**src/hw/rtl/dcmp_pkg.sv**
```systemverilog
package dcmp_pkg;

  localparam int unsigned PosBitsDef = 32;
  localparam int unsigned ValueBits  = 32;
  localparam int unsigned AddrBits   = 4;

  localparam logic [15:0] StepIntervalRst  = 16'd1000;
  localparam logic [15:0] BacklashStepsRst = 16'd300;
  localparam logic        BacklashEnRst    = 1'b1;
  localparam logic [7:0]  SpeedRst         = 8'd255;

  typedef enum logic [1:0] {
    MODE_TICK    = 2'd0,
    MODE_TARGET  = 2'd1,
    MODE_CURRENT = 2'd2,
    MODE_NONE    = 2'd3
  } mode_e;

  typedef enum logic [1:0] {
    REG_STEP_INTERVAL  = 2'd0,
    REG_BACKLASH_STEPS = 2'd1,
    REG_BACKLASH_EN    = 2'd2,
    REG_SPEED          = 2'd3
  } reg_e;

  typedef struct packed {
    logic        drive_a;
    logic        drive_b;
    logic        drive_on;
    logic [7:0]  duty;
    logic [31:0] position;
    logic        stepped;
    logic        compensating;
  } res_t;

endpackage

```
**src/hw/rtl/dcmp_ifs.sv**
```systemverilog
interface dcmp_in_if;
  logic               valid;
  logic               ready;
  logic [1:0]         mode;
  logic signed [31:0] value;

  modport source (output valid, output mode, output value, input ready);
  modport sink   (input valid, input mode, input value, output ready);
endinterface

interface dcmp_out_if;
  logic               valid;
  logic               ready;
  logic               drive_a;
  logic               drive_b;
  logic               drive_on;
  logic [7:0]         duty;
  logic signed [31:0] position;
  logic               stepped;
  logic               compensating;

  modport source (output valid, output drive_a, output drive_b, output drive_on,
                  output duty, output position, output stepped, output compensating,
                  input ready);
  modport sink   (input valid, input drive_a, input drive_b, input drive_on,
                  input duty, input position, input stepped, input compensating,
                  output ready);
endinterface

```
**src/hw/rtl/dc_motor_position_stepper_backlash.sv**
```systemverilog
// A word's result is registered in the output register, or in the skid register while the output word is held.
// Throughput: one word per cycle; the position, target and interval state is updated
// in a single pass at the accepting edge, and a skid stage keeps input open while a
// result waits. Input stalls only when both output and skid registers are full.
// Reset (rst_ni low, asynchronous): positions, counters and bridge levels clear,
// registers take step_interval 1000, backlash_steps 300, backlash_enable 1, speed 255.
module dc_motor_position_stepper_backlash #(
  parameter int unsigned POSITION_BITS = dcmp_pkg::PosBitsDef
) (
  input  logic                          clk_i,
  input  logic                          rst_ni,
  dcmp_in_if.sink                       in_i,
  dcmp_out_if.source                    out_o,
  input  logic                          psel,
  input  logic                          penable,
  input  logic                          pwrite,
  input  logic [dcmp_pkg::AddrBits-1:0] paddr,
  input  logic [31:0]                   pwdata,
  output logic [31:0]                   prdata,
  output logic                          pready
);

  localparam int unsigned WideBits = (POSITION_BITS > 32) ? POSITION_BITS : 32;

  logic [15:0] step_interval_q;
  logic [15:0] backlash_steps_q;
  logic        backlash_en_q;
  logic [7:0]  speed_q;

  logic signed [POSITION_BITS-1:0] cur_q, cur_d;
  logic signed [POSITION_BITS-1:0] tgt_q, tgt_d;
  logic        last_ccw_q, last_ccw_d;
  logic [15:0] elapsed_q, elapsed_d;
  logic [15:0] bl_left_q, bl_left_d;
  logic [2:0]  bridge_q, bridge_d;
  logic [7:0]  duty_q, duty_d;

  dcmp_pkg::res_t res;
  dcmp_pkg::res_t out_q;
  dcmp_pkg::res_t skid_q;
  logic           out_v_q;
  logic           skid_v_q;

  logic                      accept;
  logic                      out_take;
  logic                      cfg_wr;
  dcmp_pkg::reg_e            reg_sel;
  logic signed [WideBits-1:0] val_wide;
  logic signed [WideBits-1:0] pos_wide;
  logic [15:0]               el_inc;
  logic                      ccw;
  logic                      do_step;
  logic                      stepped;

  // config port
  assign pready  = 1'b1;
  assign reg_sel = dcmp_pkg::reg_e'(paddr[3:2]);
  assign cfg_wr  = psel && penable && pwrite;

  always_comb begin
    case (reg_sel)
      dcmp_pkg::REG_STEP_INTERVAL:  prdata = {16'd0, step_interval_q};
      dcmp_pkg::REG_BACKLASH_STEPS: prdata = {16'd0, backlash_steps_q};
      dcmp_pkg::REG_BACKLASH_EN:    prdata = {31'd0, backlash_en_q};
      dcmp_pkg::REG_SPEED:          prdata = {24'd0, speed_q};
      default:                      prdata = 32'd0;
    endcase
  end

  always_ff @(posedge clk_i or negedge rst_ni) begin
    if (!rst_ni) begin
      step_interval_q  <= dcmp_pkg::StepIntervalRst;
      backlash_steps_q <= dcmp_pkg::BacklashStepsRst;
      backlash_en_q    <= dcmp_pkg::BacklashEnRst;
      speed_q          <= dcmp_pkg::SpeedRst;
    end else if (cfg_wr) begin
      case (reg_sel)
        dcmp_pkg::REG_STEP_INTERVAL:  step_interval_q  <= pwdata[15:0];
        dcmp_pkg::REG_BACKLASH_STEPS: backlash_steps_q <= pwdata[15:0];
        dcmp_pkg::REG_BACKLASH_EN:    backlash_en_q    <= pwdata[0];
        dcmp_pkg::REG_SPEED:          speed_q          <= pwdata[7:0];
        default: ;
      endcase
    end
  end

  // datapath
  assign in_i.ready = !skid_v_q;
  assign accept     = in_i.valid && in_i.ready;
  assign out_take   = out_v_q && out_o.ready;
  assign val_wide   = WideBits'(in_i.value);
  assign el_inc     = (elapsed_q == 16'hFFFF) ? elapsed_q : elapsed_q + 16'd1;
  assign ccw        = !(tgt_q > cur_q);

  always_comb begin
    cur_d      = cur_q;
    tgt_d      = tgt_q;
    last_ccw_d = last_ccw_q;
    elapsed_d  = elapsed_q;
    bl_left_d  = bl_left_q;
    bridge_d   = bridge_q;
    duty_d     = duty_q;
    do_step    = 1'b0;
    stepped    = 1'b0;
    case (dcmp_pkg::mode_e'(in_i.mode))
      dcmp_pkg::MODE_TARGET:  tgt_d = val_wide[POSITION_BITS-1:0];
      dcmp_pkg::MODE_CURRENT: cur_d = val_wide[POSITION_BITS-1:0];
      dcmp_pkg::MODE_TICK: begin
        elapsed_d = el_inc;
        if (cur_q == tgt_q) begin
          last_ccw_d = 1'b1;
          bl_left_d  = 16'd0;
        end else if (el_inc >= step_interval_q) begin
          elapsed_d = 16'd0;
          if (ccw != last_ccw_q) begin
            last_ccw_d = ccw;
            if (backlash_en_q && (backlash_steps_q != 16'd0)) begin
              bridge_d  = ccw ? 3'b110 : 3'b101;
              duty_d    = speed_q;
              bl_left_d = backlash_steps_q;
            end else begin
              bl_left_d = 16'd0;
              do_step   = 1'b1;
            end
          end else if (bl_left_q != 16'd0) begin
            bridge_d  = ccw ? 3'b110 : 3'b101;
            duty_d    = speed_q;
            bl_left_d = bl_left_q - 16'd1;
            do_step   = (bl_left_q == 16'd1);
          end else begin
            do_step = 1'b1;
          end
          if (do_step) begin
            bridge_d = ccw ? 3'b110 : 3'b101;
            duty_d   = speed_q;
            cur_d    = ccw ? cur_q - POSITION_BITS'(1) : cur_q + POSITION_BITS'(1);
            stepped  = 1'b1;
          end
        end
      end
      default: ;
    endcase
  end

  assign pos_wide = WideBits'(cur_d);

  always_comb begin
    res.drive_a      = bridge_d[0];
    res.drive_b      = bridge_d[1];
    res.drive_on     = bridge_d[2];
    res.duty         = duty_d;
    res.position     = pos_wide[31:0];
    res.stepped      = stepped;
    res.compensating = (bl_left_d != 16'd0);
  end

  always_ff @(posedge clk_i or negedge rst_ni) begin
    if (!rst_ni) begin
      cur_q      <= '0;
      tgt_q      <= '0;
      last_ccw_q <= 1'b0;
      elapsed_q  <= 16'd0;
      bl_left_q  <= 16'd0;
      bridge_q   <= 3'b000;
      duty_q     <= 8'd0;
    end else if (accept) begin
      cur_q      <= cur_d;
      tgt_q      <= tgt_d;
      last_ccw_q <= last_ccw_d;
      elapsed_q  <= elapsed_d;
      bl_left_q  <= bl_left_d;
      bridge_q   <= bridge_d;
      duty_q     <= duty_d;
    end
  end

  // output register and skid stage
  always_ff @(posedge clk_i or negedge rst_ni) begin
    if (!rst_ni) begin
      out_v_q  <= 1'b0;
      skid_v_q <= 1'b0;
    end else if (!out_v_q || out_take) begin
      if (skid_v_q) begin
        out_v_q  <= 1'b1;
        skid_v_q <= 1'b0;
      end else begin
        out_v_q <= accept;
      end
    end else if (accept) begin
      skid_v_q <= 1'b1;
    end
  end

  always_ff @(posedge clk_i) begin
    if (!out_v_q || out_take) begin
      if (skid_v_q) begin
        out_q <= skid_q;
      end else if (accept) begin
        out_q <= res;
      end
    end else if (accept) begin
      skid_q <= res;
    end
  end

  assign out_o.valid        = out_v_q;
  assign out_o.drive_a      = out_q.drive_a;
  assign out_o.drive_b      = out_q.drive_b;
  assign out_o.drive_on     = out_q.drive_on;
  assign out_o.duty         = out_q.duty;
  assign out_o.position     = out_q.position;
  assign out_o.stepped      = out_q.stepped;
  assign out_o.compensating = out_q.compensating;

  a_skid_behind_out: assert property (@(posedge clk_i) disable iff (!rst_ni)
    skid_v_q |-> out_v_q) else $error("skid word without output word");

  a_accept_shows: assert property (@(posedge clk_i) disable iff (!rst_ni)
    accept |=> out_v_q) else $error("accepted word not presented");

  a_bridge_excl: assert property (@(posedge clk_i) disable iff (!rst_ni)
    !(bridge_q[0] && bridge_q[1])) else $error("both bridge legs driven");

  a_step_drives: assert property (@(posedge clk_i) disable iff (!rst_ni)
    (out_v_q && (out_q.stepped || out_q.compensating)) |-> out_q.drive_on)
    else $error("step or take-up without drive enable");

  a_comp_drives: assert property (@(posedge clk_i) disable iff (!rst_ni)
    (bl_left_q != 16'd0) |-> bridge_q[2]) else $error("take-up while bridge idle");

endmodule

```
**src/flat_wrapper.sv**
```systemverilog
// flat-port wrapper written by rule: the top's interface ports become plain ports
module dc_motor_position_stepper_backlash_flat 
#(
  parameter int unsigned POSITION_BITS = dcmp_pkg::PosBitsDef
)
  (clk_i, rst_ni, psel, penable, pwrite, paddr, pwdata, prdata, pready, in_i_valid, in_i_mode, in_i_value, in_i_ready, out_o_valid, out_o_drive_a, out_o_drive_b, out_o_drive_on, out_o_duty, out_o_position, out_o_stepped, out_o_compensating, out_o_ready);
  dcmp_in_if in_i_i ();
  dcmp_out_if out_o_i ();
  input  logic clk_i;
  input  logic rst_ni;
  input  logic psel;
  input  logic penable;
  input  logic pwrite;
  input  logic [dcmp_pkg::AddrBits-1:0] paddr;
  input  logic [31:0] pwdata;
  output logic [31:0] prdata;
  output logic pready;
  input wire logic [$bits(in_i_i.valid)-1:0] in_i_valid;
  input wire logic [$bits(in_i_i.mode)-1:0] in_i_mode;
  input wire logic [$bits(in_i_i.value)-1:0] in_i_value;
  output wire logic [$bits(in_i_i.ready)-1:0] in_i_ready;
  output wire logic [$bits(out_o_i.valid)-1:0] out_o_valid;
  output wire logic [$bits(out_o_i.drive_a)-1:0] out_o_drive_a;
  output wire logic [$bits(out_o_i.drive_b)-1:0] out_o_drive_b;
  output wire logic [$bits(out_o_i.drive_on)-1:0] out_o_drive_on;
  output wire logic [$bits(out_o_i.duty)-1:0] out_o_duty;
  output wire logic [$bits(out_o_i.position)-1:0] out_o_position;
  output wire logic [$bits(out_o_i.stepped)-1:0] out_o_stepped;
  output wire logic [$bits(out_o_i.compensating)-1:0] out_o_compensating;
  input wire logic [$bits(out_o_i.ready)-1:0] out_o_ready;
  assign in_i_i.valid = in_i_valid;
  assign in_i_i.mode = in_i_mode;
  assign in_i_i.value = in_i_value;
  assign in_i_ready = in_i_i.ready;
  assign out_o_valid = out_o_i.valid;
  assign out_o_drive_a = out_o_i.drive_a;
  assign out_o_drive_b = out_o_i.drive_b;
  assign out_o_drive_on = out_o_i.drive_on;
  assign out_o_duty = out_o_i.duty;
  assign out_o_position = out_o_i.position;
  assign out_o_stepped = out_o_i.stepped;
  assign out_o_compensating = out_o_i.compensating;
  assign out_o_i.ready = out_o_ready;
  dc_motor_position_stepper_backlash #(.POSITION_BITS(POSITION_BITS)) u_core (.clk_i(clk_i), .rst_ni(rst_ni), .in_i(in_i_i), .out_o(out_o_i), .psel(psel), .penable(penable), .pwrite(pwrite), .paddr(paddr), .pwdata(pwdata), .prdata(prdata), .pready(pready));
endmodule
```
**config.mk**
```make
export PLATFORM = sky130hd
export DESIGN_NAME = dc_motor_position_stepper_backlash_flat
export DESIGN_NICKNAME = d
export VERILOG_FILES = /design/src/hw/rtl/dcmp_pkg.sv /design/src/hw/rtl/dcmp_ifs.sv /design/src/hw/rtl/dc_motor_position_stepper_backlash.sv /design/src/flat_wrapper.sv
export SDC_FILE = /design/constraint.sdc
export NUM_CORES = 1
export LEC_CHECK = 0
export BUFFER_PORTS_ARGS = -buffer_cell sky130_fd_sc_hd__buf_4
export CAP_MARGIN = 15
export CORE_ASPECT_RATIO = 0.9
export CORE_UTILIZATION = 54
export CTS_CLUSTER_DIAMETER = 100
export DETAILED_ROUTE_END_ITERATION = 7
export GPL_TIMING_DRIVEN = 1
export PLACE_DENSITY_LB_ADDON = 0.08
export SLEW_MARGIN = 20
export SYNTH_ARGS = -nofsm -noshare
export SYNTH_HDL_FRONTEND = slang
export SYNTH_SLANG_ARGS = --single-unit
export TNS_END_PERCENT = 10
```
**constraint.sdc**
```tcl
create_clock -name clk_i -period 5.5 [get_ports clk_i]
set_input_delay 0 -clock clk_i [delete_from_list [all_inputs] [get_ports clk_i]]
set_output_delay 0 -clock clk_i [all_outputs]
set_load 0.05 [all_outputs]
```
After elaboration in Yosys (flattened, before gate mapping) --
Index checks and enable logic that the tools add are counted.
Storage, ports and cells: register bits 241, output and inout port bits 80, logic and storage cells 118
Operators by class: $add $sub $neg 4, order comparisons 2, eq/ne operators 9, muxes and demuxes 48, bitwise operators 1, reduce and logical (&&, ||, !) cells 27
Operators by type and width (count):
- 16-bit two-way mux | 9
- 32-bit two-way mux | 4
- 32-bit one-hot mux with 4 select lines | 1
- 45-bit two-way mux | 2
- 32-bit one-hot mux with 2 select lines | 1
- 8-bit two-way mux | 7
- 16-bit nonzero test | 3
- 32-bit by 2-bit adder with 32-bit output (second input constant) | 1
- 32-bit equality test | 1
- 32-bit greater-than comparator | 1
- 32-bit by 2-bit subtractor with 32-bit output (second input constant) | 1
- 3-bit two-way mux | 7
- 16-bit by 1-bit adder with 16-bit output (second input constant) | 1
- 16-bit by 1-bit equality test with 1-bit output (second input constant) | 1
- 16-bit equality test (second input constant) | 1
- 16-bit >= comparator | 1
- 1-bit two-way mux | 16
- 2-bit AND reduction | 8
- 16-bit by 1-bit subtractor with 16-bit output (second input constant) | 1
- 2-bit nonzero test | 4
- 2-bit equality test (second input constant) | 3
- 1-bit logical AND | 5
- 2-bit by 1-bit equality test with 1-bit output (second input constant) | 2
- 2-bit zero test | 2
- 6 further kinds | 8

Longest topological paths before layout --
depth after elaboration 13, depth in mapped cells 22, mapped depth without buffers 21

Worst setup path before layout --
OpenSTA, ideal clock, no wires.
path type reg-to-reg, start point reg u_core.cur_q[31], end point reg u_core.out_q (netlist bit u_core.out_o.position[30]) (data pin), library setup time 260 ps, arrival time 5498 ps, data required time 5240 ps, path slack -258 ps, cell stages (with the launch flop) 21, buffers on the path 0, clock period less this slack 5758 ps, cell sequence dfrtp_1 inv_1 ha_1 nand4_1 nor4_1 o21a_1 o311a_1 nor3b_1 xnor2_1 nand2b_1 inv_1 fa_1 o21ai_0 a31oi_1 o31ai_1 a22oi_1 a21oi_1 mux2i_1 o21ai_0 o211ai_1 mux2_2
Between the ends: longest elaborated chain between the ends 13, elaborated cells on any way between the ends 15, those cells by class order compare (1); eq/ne (2); mux (11); reduce/logical (1)
Ends and longest elaborated chain:
- from (decl) | line dc_motor_position_stepper_backlash.sv:30 | logic signed [POSITION_BITS-1:0] cur_q, cur_d;
- from (signal assigned) | line dc_motor_position_stepper_backlash.sv:167 | cur_q <= cur_d;
- 32-bit greater-than comparator | line dc_motor_position_stepper_backlash.sv:93 | assign ccw = !(tgt_q > cur_q);
- 1-bit zero test | line dc_motor_position_stepper_backlash.sv:93
- 1-bit inequality test | line dc_motor_position_stepper_backlash.sv:115 | if (ccw != last_ccw_q) begin
- 1-bit two-way mux | line dc_motor_position_stepper_backlash.sv:115
- 1-bit two-way mux | line dc_motor_position_stepper_backlash.sv:113 | end else if (el_inc >= step_interval_q) begin
- 1-bit two-way mux | line dc_motor_position_stepper_backlash.sv:110 | if (cur_q == tgt_q) begin
- 1-bit two-way mux | line dc_motor_position_stepper_backlash.sv:105 | case (dcmp_pkg::mode_e'(in_i.mode))
- 32-bit two-way mux | line dc_motor_position_stepper_backlash.sv:133 | if (do_step) begin
- 32-bit two-way mux | line dc_motor_position_stepper_backlash.sv:113
- 32-bit two-way mux (*) | line dc_motor_position_stepper_backlash.sv:110
- 32-bit one-hot mux with 2 select lines (*) | line dc_motor_position_stepper_backlash.sv:105
- via u_core.cur_d[30] | line dc_motor_position_stepper_backlash.sv:30
- 45-bit two-way mux (*) | line dc_motor_position_stepper_backlash.sv:198 | end else if (accept) begin
- 45-bit two-way mux (*) | line dc_motor_position_stepper_backlash.sv:196 | if (skid_v_q) begin
- to (signal assigned) | line dc_motor_position_stepper_backlash.sv:197 | out_q <= skid_q;
- to (signal assigned) | line dc_motor_position_stepper_backlash.sv:199 | out_q <= res;
- to (decl) | line dc_motor_position_stepper_backlash.sv:39 | dcmp_pkg::res_t out_q;
The timed path passes the listed nets; every way through them passes the cells marked *. The select of a mux whose other input is x is not followed. A chain may end at the register's enable or synchronous reset.

Final worst setup path --
start point reg u_core.cur_q[27], end point reg u_core.out_q (netlist bit u_core.out_o.position[23]) (data pin)
Between the ends: longest elaborated chain between the ends 13, elaborated cells on any way between the ends 15, those cells by class order compare (1); eq/ne (2); mux (11); reduce/logical (1)
Ends and longest elaborated chain (line):
- 32-bit greater-than comparator | dc_motor_position_stepper_backlash.sv:93
- 1-bit zero test | dc_motor_position_stepper_backlash.sv:93
- 1-bit inequality test | dc_motor_position_stepper_backlash.sv:115
- 1-bit two-way mux | dc_motor_position_stepper_backlash.sv:115
- 1-bit two-way mux | dc_motor_position_stepper_backlash.sv:113
- 1-bit two-way mux | dc_motor_position_stepper_backlash.sv:110
- 1-bit two-way mux | dc_motor_position_stepper_backlash.sv:105
- 32-bit two-way mux | dc_motor_position_stepper_backlash.sv:133
- 32-bit two-way mux | dc_motor_position_stepper_backlash.sv:113
- 32-bit two-way mux (*) | dc_motor_position_stepper_backlash.sv:110
- 32-bit one-hot mux with 2 select lines (*) | dc_motor_position_stepper_backlash.sv:105
- 45-bit two-way mux (*) | dc_motor_position_stepper_backlash.sv:198
- 45-bit two-way mux (*) | dc_motor_position_stepper_backlash.sv:196
Every way passes the cells marked *; elsewhere a longest branch is shown, timed or not. The select of a mux whose other input is x is not followed.

==> impl_metrics.yaml <==
grt:
  overflow: 0
  grt_max_degree: 98
  antenna_found_initial: 0
  grt_util_all_layers: 0.286
  grt_pass1_wl_um: 61200
  first_global_vias: 11165
placement:
  gp_congestion: 0.922
  place_inst: 1868
  dp_hpwl_um: 26900
  io_buffers: 121
yosys:
  synth_edf_count: 90
  ys_ff_latch: 241
  yosysUniqueCellTypes: 78
  ys_top_cells_by_count: "nand2_1 (166), dfrtp_1 (132), nor2_1 (102)"
  yosysMostFrequentCell: "nand2_1"
  synth_top_cell_by_area: "dfrtp_1"
  synthCells: 1414
  synthTopCellsByArea: "dfrtp_1 (23%), edfxtp_1 (19%), ha_1 (7.7%)"
  synth_ff_type: "dfrtp_1"
  yosysWarnings: 0
  syn_area_mm2: 0.0143
  synthArstFlopShare: 0.627
  ys_seq_area_frac: 0.455
  synth_top_cell_area_share: 0.231
  syn_avg_cell_area_um2: 10.1
finish:
  post-route-util: 0.662
  area_delta_synth_final_pct: 20.6
  final_nets: 1768
  drive_above_1_share: 0.229
  fillers: 2128
  finalNonFillerCells: 1970
  n_antenna_cell: 0
drt:
  ant_nets: 0
  first_pass_iters: 5
  viasPerCell: 5.94
  drc: 0
  routedWlPerCell_um: 19.6
  num_vias: 11693
  wirelength_um: 38600
  drtIter0Drc: 1116
power_and_ir_drop:
  power_density_mw_per_mm2: 537
  power_uw: 9260
  ir_worst_vdd_uv: 390
  p_leak_uw: 0.00758
worst_setup_path:
  required_ns: 5.77
  arrival_ns: 5.45
  crit_type: "reg2reg"
  end_kind: "flop"
  crit_fanout: 26
  critPathLaunchType: "flop"
  r2r_slack_ns: 0.32
cts:
  cts_max_level: 1
  clockBufferDepth: 3
  cts_tree: "yes"
  cts-root-buf: "clkbuf_16"
  cts_setup_buffers: 0
  clk_pin_slew_worst_paths_ns: 0.06
  cts.sinks: 241
  numCtsBuffers: 26
  clk_latency_ns: 0.54
timing:
  rsz0062_at_grt: "yes"
  finalSetupTns_ns: 0
  maxSlewViolCount: 0
  hold_viol_final: 0
  final-setup-viol-count: 0
  fmax_ghz: 0.193
  timing.hold.ws_ns: 0.0242
  slew_headroom: 0.378
  finalCriticalPeriod_ns: 5.18
  worst_pin_slew_ns: 0.933
  finClkSkew_ns: 0.0130
  min_period_over_period: 0.942
min_path:
  min_path_type: "in2reg"
job:
  maxCapViolations: 0
die:
  die_area_mm2: 0.0272
  rows: 56
  num_io_pins: 157
  core_mm2: 0.0261
  dieWidth_um: 174
  die_y_um: 156
  initial_core_util: 0.549
outcome:
  status: "finished clean"
-- placed cells by master, fill, tap and decap left out, drive strengths merged, types with 16 or more instances in the layout --
cell type / instances
inv: 67
nand3: 29
nand4: 23
a21oi: 59
clkbuf: 36
mux2i: 28
xnor2: 29
edfxtp: 90
o21ai: 90
dfrtp: 132
nor3: 23
xor2: 16
ha: 88
a31oi: 24
a22oi: 23
conb: 17
a21o: 22
nand2: 167
dlygate4sd3: 54
mux2: 92
nor2: 102
dfstp: 19
o22ai: 24
o31ai: 20
buf: 169
-- sequential cells by signal (all words and copies together) (netlist names), 3 cells and up --
name                     flops
u_core.backlash_steps_q     16
u_core.bl_left_q            16
u_core.bridge_q              3
u_core.cur_q                32
u_core.duty_q                8
u_core.elapsed_q            16
u_core.out_o.duty            8
u_core.out_o.position       32
u_core.skid_q               45
u_core.speed_q               8
u_core.step_interval_q      16
u_core.tgt_q                32
-- final timing paths --
kind | endpoint | start | cells past startpoint
hold reg to reg | u_core.bridge_q[2] | u_core.bridge_q[2] | 1
setup / recovery | u_core.out_o.position[23] | u_core.cur_q[27] | 23
hold / removal | u_core.backlash_en_q | penable | 5
max in group asynchronous | u_core.backlash_steps_q[11] | rst_ni | 3
min in group asynchronous | u_core.duty_q[1] | rst_ni | 2
setup reg to reg | u_core.out_o.position[23] | u_core.cur_q[27] | 23
-- stage by stage --
stage	cell area, µm²	worst slack (ns)
after floorplan	14400	0.172
final	17300	0.320
after global placement	15700	0.194
after global routing	17300	-0.0523
after detailed placement	15700	0.0960
after CTS	17200	0.0876
-- timing repair --
item,4_1_cts,5_1_grt
setup endpoints to repair,0,33
resized for setup,0,14
hold endpoints to repair,238,0
hold buffers,54,0
-- critical path, stage by stage, from the launching register on --
cell and delay (ns):
dfrtp_1 0.39, inv_1 0.07, ha_1 0.31, nand4_1 0.20
nor4_2 0.29, buf_4 0.17, o21a_1 0.15, o41a_1 0.27
nor3b_4 0.08, xnor2_1 0.12, nand2b_2 0.21, buf_12 0.18
ha_1 0.32, a2111oi_2 0.34, o21ai_0 0.23, a221oi_2 0.31
nand2b_1 0.16, o31ai_2 0.11, or2_2 0.29, a21oi_1 0.18
xnor2_1 0.08, o32ai_1 0.22, buf_4 0.17, o31ai_2 0.06
-- power breakdown --
part / leakage, µW / switching, µW / internal (µW)
clock: 0.000445 / 736 / 1110
sequential: 0.00269 / 253 / 2250
combinational: 0.00444 / 2840 / 2080
-- cells by family after synthesis --
logic type               count (synthesis)  share of synthesized area
flip-flops                             241                      0.455
multiplexers                           121                     0.0935
buffers and inverters                  145                     0.0436
XOR/XNOR                                45                     0.0275
adder cells (fa/ha/maj)                 89                     0.0783
AND/OR/NAND/NOR                        429                      0.140
other                                    2                   0.000525
AO/OA/AOI/OAI                          342                      0.161
-- per-layer routing --
metal  up-vias  GRT usage  wire, µm  share of wire
met4         0     0.0631       794          0.021
met1      5661      0.441     18500           0.48
li1       5539          -         -              -
met2       430      0.426     16500           0.43
met3        63     0.0391      2760          0.072
met5         -          0         0              0
-- area by class of cell --
type	instances	area [µm²]	share of cell area
clock buffer	36	761	0.0441
clock inverter	12	141	0.00819
multi-input combinational	1043	7340	0.425
timing repair buffer	223	1830	0.106
inverter	67	251	0.0146
sequential	241	6500	0.377
tap	348	435	0.0252
(Power assumes the default switching activity.)
